**src/hdl/cbm_pkg.sv**
```systemverilog
// shared types, codes and mask functions for the cartridge bank mapper
`default_nettype none
package cbm_pkg;

   localparam int unsigned AddrWidth   = 16;
   localparam int unsigned DataWidth   = 8;
   localparam int unsigned MapWidth    = 21;
   localparam int unsigned BankShift   = 14;
   localparam int unsigned CsrIdxWidth = 2;
   localparam int unsigned CsrWidth    = 3;

   typedef enum logic [2:0] {
      TargetNone = 3'd0,
      TargetBoot = 3'd1,
      TargetRom  = 3'd2,
      TargetRam  = 3'd3,
      TargetReg  = 3'd4
   } cbm_target_type;

   typedef enum logic [1:0] {
      RegRamEnable = 2'd0,
      RegBankLow   = 2'd1,
      RegBankHigh  = 2'd2,
      RegMode      = 2'd3
   } cbm_mbc_reg_type;

   localparam logic [2:0] RegBootOverlay = 3'd4;

   typedef enum logic [1:0] {
      CsrCartridgeLoaded = 2'd0,
      CsrMapperBanked    = 2'd1,
      CsrRomSizeCode     = 2'd2,
      CsrRamSizeCode     = 2'd3
   } cbm_csr_index_type;

   localparam logic [15:0] BootOverlayAddr = 16'hFF50;
   localparam logic [3:0]  RamEnableKey    = 4'hA;

   typedef struct packed {
      logic                 op;
      logic [AddrWidth-1:0] bus_address;
      logic [DataWidth-1:0] write_data;
   } cbm_item_type;

   typedef struct packed {
      cbm_target_type      target;
      logic [MapWidth-1:0] mapped_address;
      logic                ram_access_ok;
   } cbm_result_type;

   typedef struct packed {
      logic       cartridge_loaded;
      logic       mapper_banked;
      logic [2:0] rom_size_code;
      logic [1:0] ram_size_code;
   } cbm_cfg_type;

   typedef struct packed {
      logic       ram_enabled;
      logic [4:0] bank_low;
      logic [1:0] bank_high;
      logic       advanced_mode;
      logic       boot_overlay;
   } cbm_state_type;

   // controller state after reset: boot rom mapped, everything else clear
   localparam cbm_state_type StateReset = '{
      ram_enabled:   1'b0,
      bank_low:      5'd0,
      bank_high:     2'd0,
      advanced_mode: 1'b0,
      boot_overlay:  1'b1
   };

   function automatic logic [MapWidth-1:0] rom_mask(input logic [2:0] code);
      logic [MapWidth-1:0] mask;
      unique case (code)
         3'd0: mask = 21'h007FFF;
         3'd1: mask = 21'h00FFFF;
         3'd2: mask = 21'h01FFFF;
         3'd3: mask = 21'h03FFFF;
         3'd4: mask = 21'h07FFFF;
         3'd5: mask = 21'h0FFFFF;
         default: mask = 21'h1FFFFF;
      endcase
      return mask;
   endfunction

   function automatic logic [14:0] ram_mask(input logic [1:0] code);
      logic [14:0] mask;
      unique case (code)
         2'd1: mask = 15'h07FF;
         2'd2: mask = 15'h1FFF;
         default: mask = 15'h7FFF;
      endcase
      return mask;
   endfunction

endpackage
`default_nettype wire

```
**src/hdl/cbm_if.sv**
```systemverilog
// valid/ready channel interfaces for bus accesses and mapping results
`default_nettype none
interface cbm_req_if;
   logic                          valid;
   logic                          ready;
   logic                          op;
   logic [cbm_pkg::AddrWidth-1:0] bus_address;
   logic [cbm_pkg::DataWidth-1:0] write_data;

   modport source (output valid, output op, output bus_address, output write_data,
                   input ready);
   modport sink   (input valid, input op, input bus_address, input write_data,
                   output ready);
endinterface

interface cbm_rsp_if;
   logic                         valid;
   logic                         ready;
   logic [2:0]                   target;
   logic [cbm_pkg::MapWidth-1:0] mapped_address;
   logic                         ram_access_ok;

   modport source (output valid, output target, output mapped_address,
                   output ram_access_ok, input ready);
   modport sink   (input valid, input target, input mapped_address,
                   input ram_access_ok, output ready);
endinterface
`default_nettype wire

```
**src/hdl/cartridge_bank_mapper.sv**
```systemverilog
// cartridge bank mapper top level: input register, decode, result register
// throughput: one access per cycle while the rsp channel is not stalled; the input register feeds decode, whose result
//   and controller state update are captured in the same cycle
// reset: synchronous, active high; clears configuration, bank state, ram enable,
//   sets the boot overlay and empties both pipeline registers
`default_nettype none
module cartridge_bank_mapper (
   input  wire logic                            clock,
   input  wire logic                            reset,
   cbm_req_if.sink                              req_chan,
   cbm_rsp_if.source                            rsp_chan,
   input  wire logic                            csr_write_enable,
   input  wire logic [cbm_pkg::CsrIdxWidth-1:0] csr_index,
   input  wire logic [cbm_pkg::CsrWidth-1:0]    csr_write_data
);

   logic                    in_valid_ff, in_valid_in;
   cbm_pkg::cbm_item_type   in_item_ff, in_item_in;
   logic                    out_valid_ff, out_valid_in;
   cbm_pkg::cbm_result_type out_result_ff, out_result_in;

   cbm_pkg::cbm_cfg_type    cfg;
   cbm_pkg::cbm_state_type  state;
   cbm_pkg::cbm_state_type  next_state;
   cbm_pkg::cbm_result_type result;

   logic out_free;
   logic advance;
   logic req_take;

   assign out_free = !out_valid_ff || rsp_chan.ready;
   assign advance  = in_valid_ff && out_free;
   assign req_take = req_chan.valid && req_chan.ready;

   assign req_chan.ready = !in_valid_ff || advance;

   cbm_csr u_csr (
      .clock            (clock),
      .reset            (reset),
      .csr_write_enable (csr_write_enable),
      .csr_index        (csr_index),
      .csr_write_data   (csr_write_data),
      .cfg              (cfg)
   );

   cbm_state u_state (
      .clock      (clock),
      .reset      (reset),
      .update     (advance),
      .next_state (next_state),
      .state      (state)
   );

   cbm_decode u_decode (
      .item       (in_item_ff),
      .cfg        (cfg),
      .state      (state),
      .next_state (next_state),
      .result     (result)
   );

   always_comb begin
      in_valid_in = in_valid_ff;
      in_item_in  = in_item_ff;
      if (req_take) begin
         in_valid_in            = 1'b1;
         in_item_in.op          = req_chan.op;
         in_item_in.bus_address = req_chan.bus_address;
         in_item_in.write_data  = req_chan.write_data;
      end else if (advance) begin
         in_valid_in = 1'b0;
      end
   end

   always_comb begin
      out_valid_in  = out_valid_ff;
      out_result_in = out_result_ff;
      if (advance) begin
         out_valid_in  = 1'b1;
         out_result_in = result;
      end else if (rsp_chan.ready) begin
         out_valid_in = 1'b0;
      end
   end

   always_ff @(posedge clock) begin
      if (reset) begin
         in_valid_ff  <= 1'b0;
         out_valid_ff <= 1'b0;
      end else begin
         in_valid_ff  <= in_valid_in;
         out_valid_ff <= out_valid_in;
      end
   end

   always_ff @(posedge clock) begin
      in_item_ff    <= in_item_in;
      out_result_ff <= out_result_in;
   end

   assign rsp_chan.valid          = out_valid_ff;
   assign rsp_chan.target         = out_result_ff.target;
   assign rsp_chan.mapped_address = out_result_ff.mapped_address;
   assign rsp_chan.ram_access_ok  = out_result_ff.ram_access_ok;

endmodule
`default_nettype wire

```
**src/hdl/cbm_csr.sv**
```systemverilog
// configuration registers written through the csr port
`default_nettype none
module cbm_csr (
   input  wire logic                            clock,
   input  wire logic                            reset,
   input  wire logic                            csr_write_enable,
   input  wire logic [cbm_pkg::CsrIdxWidth-1:0] csr_index,
   input  wire logic [cbm_pkg::CsrWidth-1:0]    csr_write_data,
   output cbm_pkg::cbm_cfg_type                 cfg
);

   cbm_pkg::cbm_cfg_type cfg_ff, cfg_in;

   always_comb begin
      cfg_in = cfg_ff;
      if (csr_write_enable) begin
         unique case (cbm_pkg::cbm_csr_index_type'(csr_index))
            cbm_pkg::CsrCartridgeLoaded: cfg_in.cartridge_loaded = csr_write_data[0];
            cbm_pkg::CsrMapperBanked:    cfg_in.mapper_banked    = csr_write_data[0];
            cbm_pkg::CsrRomSizeCode:     cfg_in.rom_size_code    = csr_write_data;
            cbm_pkg::CsrRamSizeCode:     cfg_in.ram_size_code    = csr_write_data[1:0];
            default: cfg_in = cfg_ff;
         endcase
      end
   end

   always_ff @(posedge clock) begin
      if (reset) begin
         cfg_ff <= '0;
      end else begin
         cfg_ff <= cfg_in;
      end
   end

   assign cfg = cfg_ff;

endmodule
`default_nettype wire

```
**src/hdl/cbm_state.sv**
```systemverilog
// controller state: ram enable, bank registers, mode and boot overlay
`default_nettype none
module cbm_state (
   input  wire logic                   clock,
   input  wire logic                   reset,
   input  wire logic                   update,
   input  wire cbm_pkg::cbm_state_type next_state,
   output cbm_pkg::cbm_state_type      state
);

   cbm_pkg::cbm_state_type state_ff, state_in;

   assign state_in = update ? next_state : state_ff;

   always_ff @(posedge clock) begin
      if (reset) begin
         state_ff <= cbm_pkg::StateReset;
      end else begin
         state_ff <= state_in;
      end
   end

   assign state = state_ff;

endmodule
`default_nettype wire

```
**src/hdl/cbm_decode.sv**
```systemverilog
// address decode, bank mapping and register write decode for one transaction
`default_nettype none
module cbm_decode (
   input  wire cbm_pkg::cbm_item_type  item,
   input  wire cbm_pkg::cbm_cfg_type   cfg,
   input  wire cbm_pkg::cbm_state_type state,
   output cbm_pkg::cbm_state_type      next_state,
   output cbm_pkg::cbm_result_type     result
);

   logic [cbm_pkg::AddrWidth-1:0] addr;
   logic [6:0]                    rom_bank;
   logic [4:0]                    low_eff;
   logic [1:0]                    ram_bank;
   logic [cbm_pkg::MapWidth-1:0]  rom_addr;
   logic [14:0]                   ram_addr;
   logic                          advanced;

   assign addr     = item.bus_address;
   assign advanced = cfg.mapper_banked & state.advanced_mode;
   assign low_eff  = (state.bank_low == 5'd0) ? 5'd1 : state.bank_low;

   always_comb begin
      if (!addr[14]) begin
         rom_bank = advanced ? {state.bank_high, 5'd0} : 7'd0;
      end else if (cfg.mapper_banked) begin
         rom_bank = {state.bank_high, low_eff};
      end else begin
         rom_bank = 7'd1;
      end
   end

   assign rom_addr = {rom_bank, addr[cbm_pkg::BankShift-1:0]} &
                     cbm_pkg::rom_mask(cfg.rom_size_code);
   assign ram_bank = advanced ? state.bank_high : 2'd0;
   assign ram_addr = {ram_bank, addr[12:0]} & cbm_pkg::ram_mask(cfg.ram_size_code);

   always_comb begin
      next_state            = state;
      result.target         = cbm_pkg::TargetNone;
      result.mapped_address = '0;
      if (cfg.cartridge_loaded) begin
         priority if (!addr[15]) begin
            if (item.op) begin
               unique case (cbm_pkg::cbm_mbc_reg_type'(addr[14:13]))
                  cbm_pkg::RegRamEnable:
                     next_state.ram_enabled = (item.write_data[3:0] == cbm_pkg::RamEnableKey);
                  cbm_pkg::RegBankLow:   next_state.bank_low      = item.write_data[4:0];
                  cbm_pkg::RegBankHigh:  next_state.bank_high     = item.write_data[1:0];
                  cbm_pkg::RegMode:      next_state.advanced_mode = item.write_data[0];
                  default:               next_state               = state;
               endcase
               result.target         = cbm_pkg::TargetReg;
               result.mapped_address = {19'd0, addr[14:13]};
            end else if (!addr[14] && state.boot_overlay && addr[15:8] == 8'd0) begin
               result.target         = cbm_pkg::TargetBoot;
               result.mapped_address = {13'd0, addr[7:0]};
            end else begin
               result.target         = cbm_pkg::TargetRom;
               result.mapped_address = rom_addr;
            end
         end else if (addr[15:13] == 3'b101) begin
            if (cfg.ram_size_code != 2'd0) begin
               result.target         = cbm_pkg::TargetRam;
               result.mapped_address = {6'd0, ram_addr};
            end
         end else if (addr == cbm_pkg::BootOverlayAddr) begin
            if (item.op && item.write_data != 8'd0) begin
               next_state.boot_overlay = 1'b0;
            end
            result.target         = cbm_pkg::TargetReg;
            result.mapped_address = {18'd0, cbm_pkg::RegBootOverlay};
         end else begin
            result.target = cbm_pkg::TargetNone;
         end
      end
      // ram permission follows the enable as updated by this transaction
      result.ram_access_ok = cfg.cartridge_loaded & (cfg.ram_size_code != 2'd0) &
                             next_state.ram_enabled;
   end

endmodule
`default_nettype wire

```
**src/flat_wrapper.sv**
```systemverilog
// flat-port wrapper written by rule: the top's interface ports become plain ports
module cartridge_bank_mapper_flat 
  (clock, reset, csr_write_enable, csr_index, csr_write_data, req_chan_valid, req_chan_op, req_chan_bus_address, req_chan_write_data, req_chan_ready, rsp_chan_valid, rsp_chan_target, rsp_chan_mapped_address, rsp_chan_ram_access_ok, rsp_chan_ready);
  cbm_req_if req_chan_i ();
  cbm_rsp_if rsp_chan_i ();
  input  wire logic clock;
  input  wire logic reset;
  input  wire logic csr_write_enable;
  input  wire logic [cbm_pkg::CsrIdxWidth-1:0] csr_index;
  input  wire logic [cbm_pkg::CsrWidth-1:0] csr_write_data;
  input wire logic [$bits(req_chan_i.valid)-1:0] req_chan_valid;
  input wire logic [$bits(req_chan_i.op)-1:0] req_chan_op;
  input wire logic [$bits(req_chan_i.bus_address)-1:0] req_chan_bus_address;
  input wire logic [$bits(req_chan_i.write_data)-1:0] req_chan_write_data;
  output wire logic [$bits(req_chan_i.ready)-1:0] req_chan_ready;
  output wire logic [$bits(rsp_chan_i.valid)-1:0] rsp_chan_valid;
  output wire logic [$bits(rsp_chan_i.target)-1:0] rsp_chan_target;
  output wire logic [$bits(rsp_chan_i.mapped_address)-1:0] rsp_chan_mapped_address;
  output wire logic [$bits(rsp_chan_i.ram_access_ok)-1:0] rsp_chan_ram_access_ok;
  input wire logic [$bits(rsp_chan_i.ready)-1:0] rsp_chan_ready;
  assign req_chan_i.valid = req_chan_valid;
  assign req_chan_i.op = req_chan_op;
  assign req_chan_i.bus_address = req_chan_bus_address;
  assign req_chan_i.write_data = req_chan_write_data;
  assign req_chan_ready = req_chan_i.ready;
  assign rsp_chan_valid = rsp_chan_i.valid;
  assign rsp_chan_target = rsp_chan_i.target;
  assign rsp_chan_mapped_address = rsp_chan_i.mapped_address;
  assign rsp_chan_ram_access_ok = rsp_chan_i.ram_access_ok;
  assign rsp_chan_i.ready = rsp_chan_ready;
  cartridge_bank_mapper u_core (.clock(clock), .reset(reset), .req_chan(req_chan_i), .rsp_chan(rsp_chan_i), .csr_write_enable(csr_write_enable), .csr_index(csr_index), .csr_write_data(csr_write_data));
endmodule
```
**config.mk**
```make
export PLATFORM = sky130hd
export DESIGN_NAME = cartridge_bank_mapper_flat
export DESIGN_NICKNAME = d
export VERILOG_FILES = /design/src/hdl/cbm_pkg.sv /design/src/hdl/cbm_if.sv /design/src/hdl/cartridge_bank_mapper.sv /design/src/hdl/cbm_csr.sv /design/src/hdl/cbm_state.sv /design/src/hdl/cbm_decode.sv /design/src/flat_wrapper.sv
export SDC_FILE = /design/constraint.sdc
export NUM_CORES = 1
export LEC_CHECK = 0
export BUFFER_PORTS_ARGS = -buffer_cell sky130_fd_sc_hd__buf_2
export CORE_MARGIN = 4
export CORE_UTILIZATION = 57
export CTS_CLUSTER_DIAMETER = 200
export DETAILED_ROUTE_END_ITERATION = 7
export GPL_TIMING_DRIVEN = 0
export HOLD_SLACK_MARGIN = 0.1
export PLACE_DENSITY_LB_ADDON = 0.25
export SLEW_MARGIN = 0
export SYNTH_ARGS = -nofsm -noshare
export SYNTH_HDL_FRONTEND = slang
export SYNTH_SLANG_ARGS = --single-unit
```
**constraint.sdc**
```tcl
create_clock -name clock -period 3.7 [get_ports clock]
set_input_delay 0.74 -clock clock [delete_from_list [all_inputs] [get_ports clock]]
set_output_delay 0.74 -clock clock [all_outputs]
set_load 0.02 [all_outputs]
```
==> results.md, run 1 <==
* Die Ht at 77.27 µm
* Post-synth ARST share at 0
* Main combinational cell family by area after synthesis: simple AND/OR/NAND/NOR gates
* RSZ-0062 raised after global routing: false
* First-pass DRT Iterations at 4
* Clk pin slew, worst setup/hold paths at 0.06 ns
* Sequential power share at 0.592
* Routed wire per std cell at 15.02 µm
* Fin Setup TNS at 0 ns
* Max Root-Sink Buffers at 2
* Initial antenna violation count at 0
* Worst slew pin tran at 1.043 ns
* Nets at 312
* Setup violations, final at 0
* Vias at 1820
* Number of global-route vias before repair at 1755
* First-pass GRT wire length at 8273 µm
* Gates resized, CTS repair at 0
* Mux cell area share after synthesis at 0.05489
* CP required at 2.96 ns
* Largest area contributor in the netlist: edfxtp_1
* Postcts setup bufs at 0
* H-tree depth at 3
* Max-cap violations at 0
* Detailed Place HPWL at 3604 µm
* Iter 0 DRT Violations at 128
* Hold buffer count at cts at 0
* Startpoint type of the worst setup path: input port
* Total Power at 1.487 mW
* Synth Area in Compound Gates at 0.04437
* Simple-gate share of the synthesized area at 0.1885
* Filler cells at 317
* Ys flop type: edfxtp_1
* Peak supply drop at 0.3300 mV
* Fmax at 0.4393 GHz
* Sw power at 0.3244 mW
* Post-DRT Antenna Nets at 0
* Hold WC Path Type: register to register
* Die Wd at 77.27 µm
* CP Cell Sequence: buf_2, nor2b_1, clkbuf_1, nand2_1, buf_2
* Crit. End Element: primary output
* Pwr Density at 450.7 mW/mm²
* Clk Latency, worst-skew pair at 0.33 ns
* Yosys synthesis warning count at 0
* Inserted Clock Buffers at 9
* ANT cells at 0
* Drt via density at 5.482
* CP max FO at 7
* Starting Density at 0.6072
* Largest net degree at the start of global routing at 26
* Area Growth Syn to Fin at 20.59%
* Lkg Pwr at 1.281 nW
* Flops & latches, synth at 69
* Count of flip-flops with a built-in enable after synthesis at 50
* Top-count cell post-synth: edfxtp_1
* Wirelength, routed at 4988 µm
* Sw frac at 0.2182
* Synth Area in XOR/XNOR at 0
* Count of cell types in the netlist at 38
* Pins Over Slew Limit at 0
* Mapped Area at 0.002735 mm²
* Synth Net Count at 239
* IO Pins at 62
* Total internal power at 1.162 mW
* Slowest CP cell: clkbuf_1
* Cell count after synthesis at 202
* Final Hold Fails at 0
* Comb pwr share at 0.065
* Worst Clk Skew at 0.003477 ns
* Max-slew headroom at 0.3049
* Critical Path AT at 1.54 ns
* Clock power frac at 0.343
* CTS sink cnt at 69
* Top cell type's share of synthesized area at 0.5489
* Total die area at 0.005971 mm²
* CTS tree: built
* Root Buffer: clkbuf_8
* Layout cell share with drive strength beyond 1 at 0.3000
* DRC at 0
* Min cycle time layout at 2.276 ns
* Crit path largest cell delay at 0.33 ns
* Commonest cells in the netlist: edfxtp_1 (50), nor2_1 (27), dfxtp_1 (19), mux2i_1 (15), nand2_1 (15)
* All-Layer GR Usage at 0.1799
* IO Port Bufs at 61
* Top cell by count, worst path: buf_2
* RD Place Congestion at 0.8055
* Synth area leaders: edfxtp_1 (55%), dfxtp_1 (14%), mux2i_1 (5.5%)
* Outcome: finished, final reports clean
* Site Rows at 24
* Synthesized-area fraction occupied by adder cells at 0.009149
* Gr ovfl total at 0
* Sequential share of the synthesized area at 0.6880
* Kind of critical path: input port to primary output
* Post-Syn Area per Cell at 13.54 µm²
* Tcrit/Tclk final at 0.6152
* Core Area at 0.004504 mm²
layout make-up:
class	instances	area, µm²	area share
timing repair buffer	62	332.8	0.1009
multi-input combinational	123	814.5	0.2470
clock inverter	2	10.01	0.003035
sequential	69	1882	0.5706
buffer	6	26.28	0.007967
clock buffer	14	152.6	0.04628
inverter	4	15.01	0.004552
tap	52	65.06	0.01973
worst max-delay path: cells and delay by family:
kind	cells	cell delay (ns)
simple gates	2	0.20
buf+inv	3	0.60
cell families (layout without fill, tap and decap cells):
logic type / Yosys count / count (layout)
and+or+nand+nor: 89 / 89
buffers and inverters: 10 / 88
adders and majority gates: 2 / 2
DFF: 69 / 69
AOI/OAI and AO/OA: 17 / 17
muxes: 15 / 15
worst paths after layout:
| path | endpoint | from | slack (ns) | depth (start not counted) |
|---|---|---|---|---|
| max | req_chan_ready | rsp_chan_ready | 1.42 | 5 |
| min reg2reg | u_core.u_state.state[4] | u_core.u_state.state[4] | 0.50 | 2 |
| max reg2reg | u_core.in_item_ff[13] | u_core.rsp_chan.valid | 1.75 | 4 |
| min | u_core.u_state.state[4] | u_core.u_state.state[4] | 0.50 | 2 |
metrics by stage:
stage	setup slack, ns	utilization	hold slack (ns)	instances	instance area [µm²]
5_1_grt	1.332	0.7322	0.5387	332	3298
2_1_floorplan	0.9897	-	0.4550	202	2735
4_1_cts	1.413	0.7322	0.5019	332	3298
3_5_place_dp	1.274	0.6961	0.4847	316	3136
3_3_place_gp	0.3452	0.6894	0.4761	315	3105
6_report	1.424	0.7322	0.4973	332	3298
registers in the layout, summed over array words and instances, names as in the netlist:
| name | flops |
|---|---|
| u_core.in_item_ff | 25 |
| u_core.rsp_chan.mapped_address | 21 |
| u_core.u_state.state | 10 |
| u_core.u_csr.cfg | 7 |
| u_core.rsp_chan.target | 3 |
| u_core.in_valid_ff | 1 |
| u_core.rsp_chan.ram_access_ok | 1 |
| u_core.rsp_chan.valid | 1 |
per-layer routing:
layer,up-vias,part of all wire,GRT usage
li1,897,-,-
met1,843,0.43,0.2257
met2,71,0.48,0.2884
met3,9,0.075,0.05504
met4,0,0.015,0.07651
met5,-,0,0
layout by cell type (no fill, tap or decap), drive strengths merged:
| master | netlist | layout |
|---|---|---|
| a211oi | 1 | 1 |
| a21boi | 1 | 1 |
| a21oi | 4 | 4 |
| a32o | 1 | 1 |
| and2 | 7 | 7 |
| and3 | 2 | 2 |
| and3b | 1 | 1 |
| buf | 4 | 66 |
| clkbuf | 2 | 16 |
| clkinv | 0 | 2 |
| dfxtp | 19 | 19 |
| edfxtp | 50 | 50 |
| ha | 2 | 2 |
| inv | 4 | 4 |
| mux2i | 15 | 15 |
| nand2 | 15 | 15 |
| nand3 | 3 | 3 |
| nand3b | 2 | 2 |
| nand4 | 3 | 3 |
| nand4b | 5 | 5 |
| nand4bb | 1 | 1 |
| nor2 | 27 | 27 |
| nor2b | 5 | 5 |
| nor3 | 4 | 4 |
| nor3b | 5 | 5 |
| nor4 | 5 | 5 |
| nor4b | 2 | 2 |
| nor4bb | 1 | 1 |
| o21a | 3 | 3 |
| o21ai | 3 | 3 |
| o21bai | 1 | 1 |
| o22a | 1 | 1 |
| o311a | 1 | 1 |
| o311ai | 1 | 1 |
| or3b | 1 | 1 |
power by group through the flow:
stage / combinational (mW) / clock [mW] / sequential, mW
floorplan: 0.0375 / 0 / 0.908
global route: 0.106 / 0.554 / 0.883
finish: 0.0960 / 0.511 / 0.880
detailed placement: 0.0967 / 0 / 0.897
global placement: 0.0903 / 0 / 0.896
CTS: 0.0972 / 0.523 / 0.880
(Power assumes the default switching activity.)
==> inputs of run 2 (changes only) <==
Settings changed: CORE_UTILIZATION 57 to 53.
Clock period 3.7 ns to 2.3 ns, I/O delays scaled along.
==> run 2 against run 1 <==
  * Flip-flop and latch count is the same
  * Global-route usage shrank 1.5 points
  * Worst hold slack lost 0.20 ns
  * Total power grew 58%
  * Sequential share of layout area grew 0.15 points
  * Final area shrank 0.27%
  * Critical path depth shrank 1
  * Utilization shrank 5.4 points
  * First-iteration DRC count grew 46%
  * Critical path type is now register to register
  * Largest power group unchanged
==> results.md, run 2 (same netlist as run 1, synthesis figures left out) <==
* Post-DRT Antenna Nets at 0
* Postcts setup bufs at 0
* First-pass GRT wire length at 7734 µm
* Final Hold Fails at 0
* Crit. End Element: register
* RD Place Congestion at 0.7623
* Die Ht at 79.84 µm
* CTS sink cnt at 69
* DRC at 0
* First-pass DRT Iterations at 4
* CP required at 2.25 ns
* Most frequent cells in the layout: buf_2 (64), edfxtp_1 (50), nor2_1 (27)
* All-Layer GR Usage at 0.1645
* Sequential power share at 0.601
* Initial antenna violation count at 0
* Sw frac at 0.2254
* Startpoint type of the worst setup path: register
* Number of global-route vias before repair at 1633
* CP max FO at 25
* Clock power frac at 0.335
* Lkg Pwr at 1.268 nW
* Commonest non-fill, non-tap cell in the layout: buf_2
* IO Pins at 62
* Root Buffer: clkbuf_8
* Detailed Place HPWL at 3498 µm
* Vias at 1783
* Pwr Density at 715.8 mW/mm²
* Inserted Clock Buffers at 9
* Clk pin slew, worst setup/hold paths at 0.07 ns
* Die Wd at 79.84 µm
* Site Rows at 25
* Fin Setup TNS at 0 ns
* Core Area at 0.004848 mm²
* Total internal power at 1.824 mW
* Fmax at 0.4944 GHz
* Largest Register: u_core.in_item_ff
* CTS tree: built
* Sw power at 0.5308 mW
* Min cycle time layout at 2.023 ns
* Worst Clk Skew at 0.003914 ns
* Peak supply drop at 0.5044 mV
* IO Port Bufs at 61
* ANT cells at 0
* Drt via density at 5.153
* Total die area at 0.006374 mm²
* Wirelength, routed at 4911 µm
* Max-slew headroom at 0.2799
* Area Growth Syn to Fin at 20.27%
* Nets at 311
* Tcrit/Tclk final at 0.8794
* Routed wire per std cell at 14.19 µm
* RSZ-0062 raised after global routing: false
* Setup violations, final at 0
* Outcome: finished, final reports clean
* Clk Latency, worst-skew pair at 0.33 ns
* Comb pwr share at 0.063
* Largest net degree at the start of global routing at 29
* Max FFs per register at 25
* Filler cells at 358
* Gr ovfl total at 0
* H-tree depth at 3
* Layout cell share with drive strength beyond 1 at 0.3011
* Kind of critical path: register to register
* Worst slew pin tran at 1.080 ns
* Hold WS at 0.2972 ns
* Iter 0 DRT Violations at 187
* Pins Over Slew Limit at 0
* Hold WC Path Type: input port to register
* Max Root-Sink Buffers at 2
* Hold buffer count at cts at 0
* Critical Path AT at 1.98 ns
* Starting Density at 0.5641
* Max-cap violations at 0
## run 2: cell count changes in the layout (fill, tap and decap cells not counted), sizes merged
cell      change
clkbuf        -4
buf           -1
clkinv        +3
clkinvlp      +1
## run 2: routing by layer
layer  wire length, µm  share of wire  global-route usage
met2              2240           0.46              0.2471
met4                90          0.018             0.07601
met5                 0              0                   0
met1              2120           0.43              0.2193
met3               459          0.093             0.04966
## run 2: worst max-delay path, cell delays in order, from the launching register on
cell and delay, ns:
dfxtp_1 0.31, nor2b_1 0.12, clkbuf_1 0.22, nand2_1 0.14
and2_1 0.85
## run 2: area by class of cell
class	count	area, µm²	area share
Tap cell	67	83.83	0.02549
Sequential cell	69	1882	0.5721
Clock buffer	10	127.6	0.03880
Inverter	4	15.01	0.004564
Timing Repair Buffer	61	305.3	0.09281
Multi-Input combinational cell	123	819.5	0.2491
Clock inverter	6	30.03	0.009129
Buffer	6	26.28	0.007988
## run 2: worst paths after layout
check                           cells after the start               startpoint                 endpoint  slack (ns)
worst min register to register                      2  u_core.u_state.state[4]  u_core.u_state.state[4]        0.51
worst min-delay path                                1   req_chan_write_data[6]     u_core.in_item_ff[6]        0.30
worst max register to register                      4    u_core.rsp_chan.valid    u_core.in_item_ff[13]        0.28
worst max-delay path                                4    u_core.rsp_chan.valid    u_core.in_item_ff[13]        0.28
## run 2: what timing repair did
action / 4_1_cts / 5_1_grt
endpoints found under the setup margin: 0 / 1
hold endpoints to repair: 0 / 0
resized for setup: 0 / 1
## run 2: power groups by stage
stage          combinational (mW)  sequential (mW)  clock (mW)
2_1_floorplan              0.0607             1.46           0
3_3_place_gp                0.147             1.44           0
3_5_place_dp                0.149             1.44           0
4_1_cts                     0.150             1.42       0.804
5_1_grt                     0.162             1.42       0.862
6_report                    0.149             1.42       0.789
## run 2: per-stage QoR
step                      instance area, µm²  instances  setup WS [ns]  utilization  power [mW]
after global routing                    3289        346         0.1460       0.6785       2.446
after detailed placement                3127        330       -0.08991       0.6449       1.592
final                                   3289        346         0.2774       0.6785       2.355
after floorplan                         2738        202         0.3251            -       1.521
after CTS                               3284        346        0.06694       0.6774       2.370
after global placement                  3127        330       -0.08938       0.6449       1.588
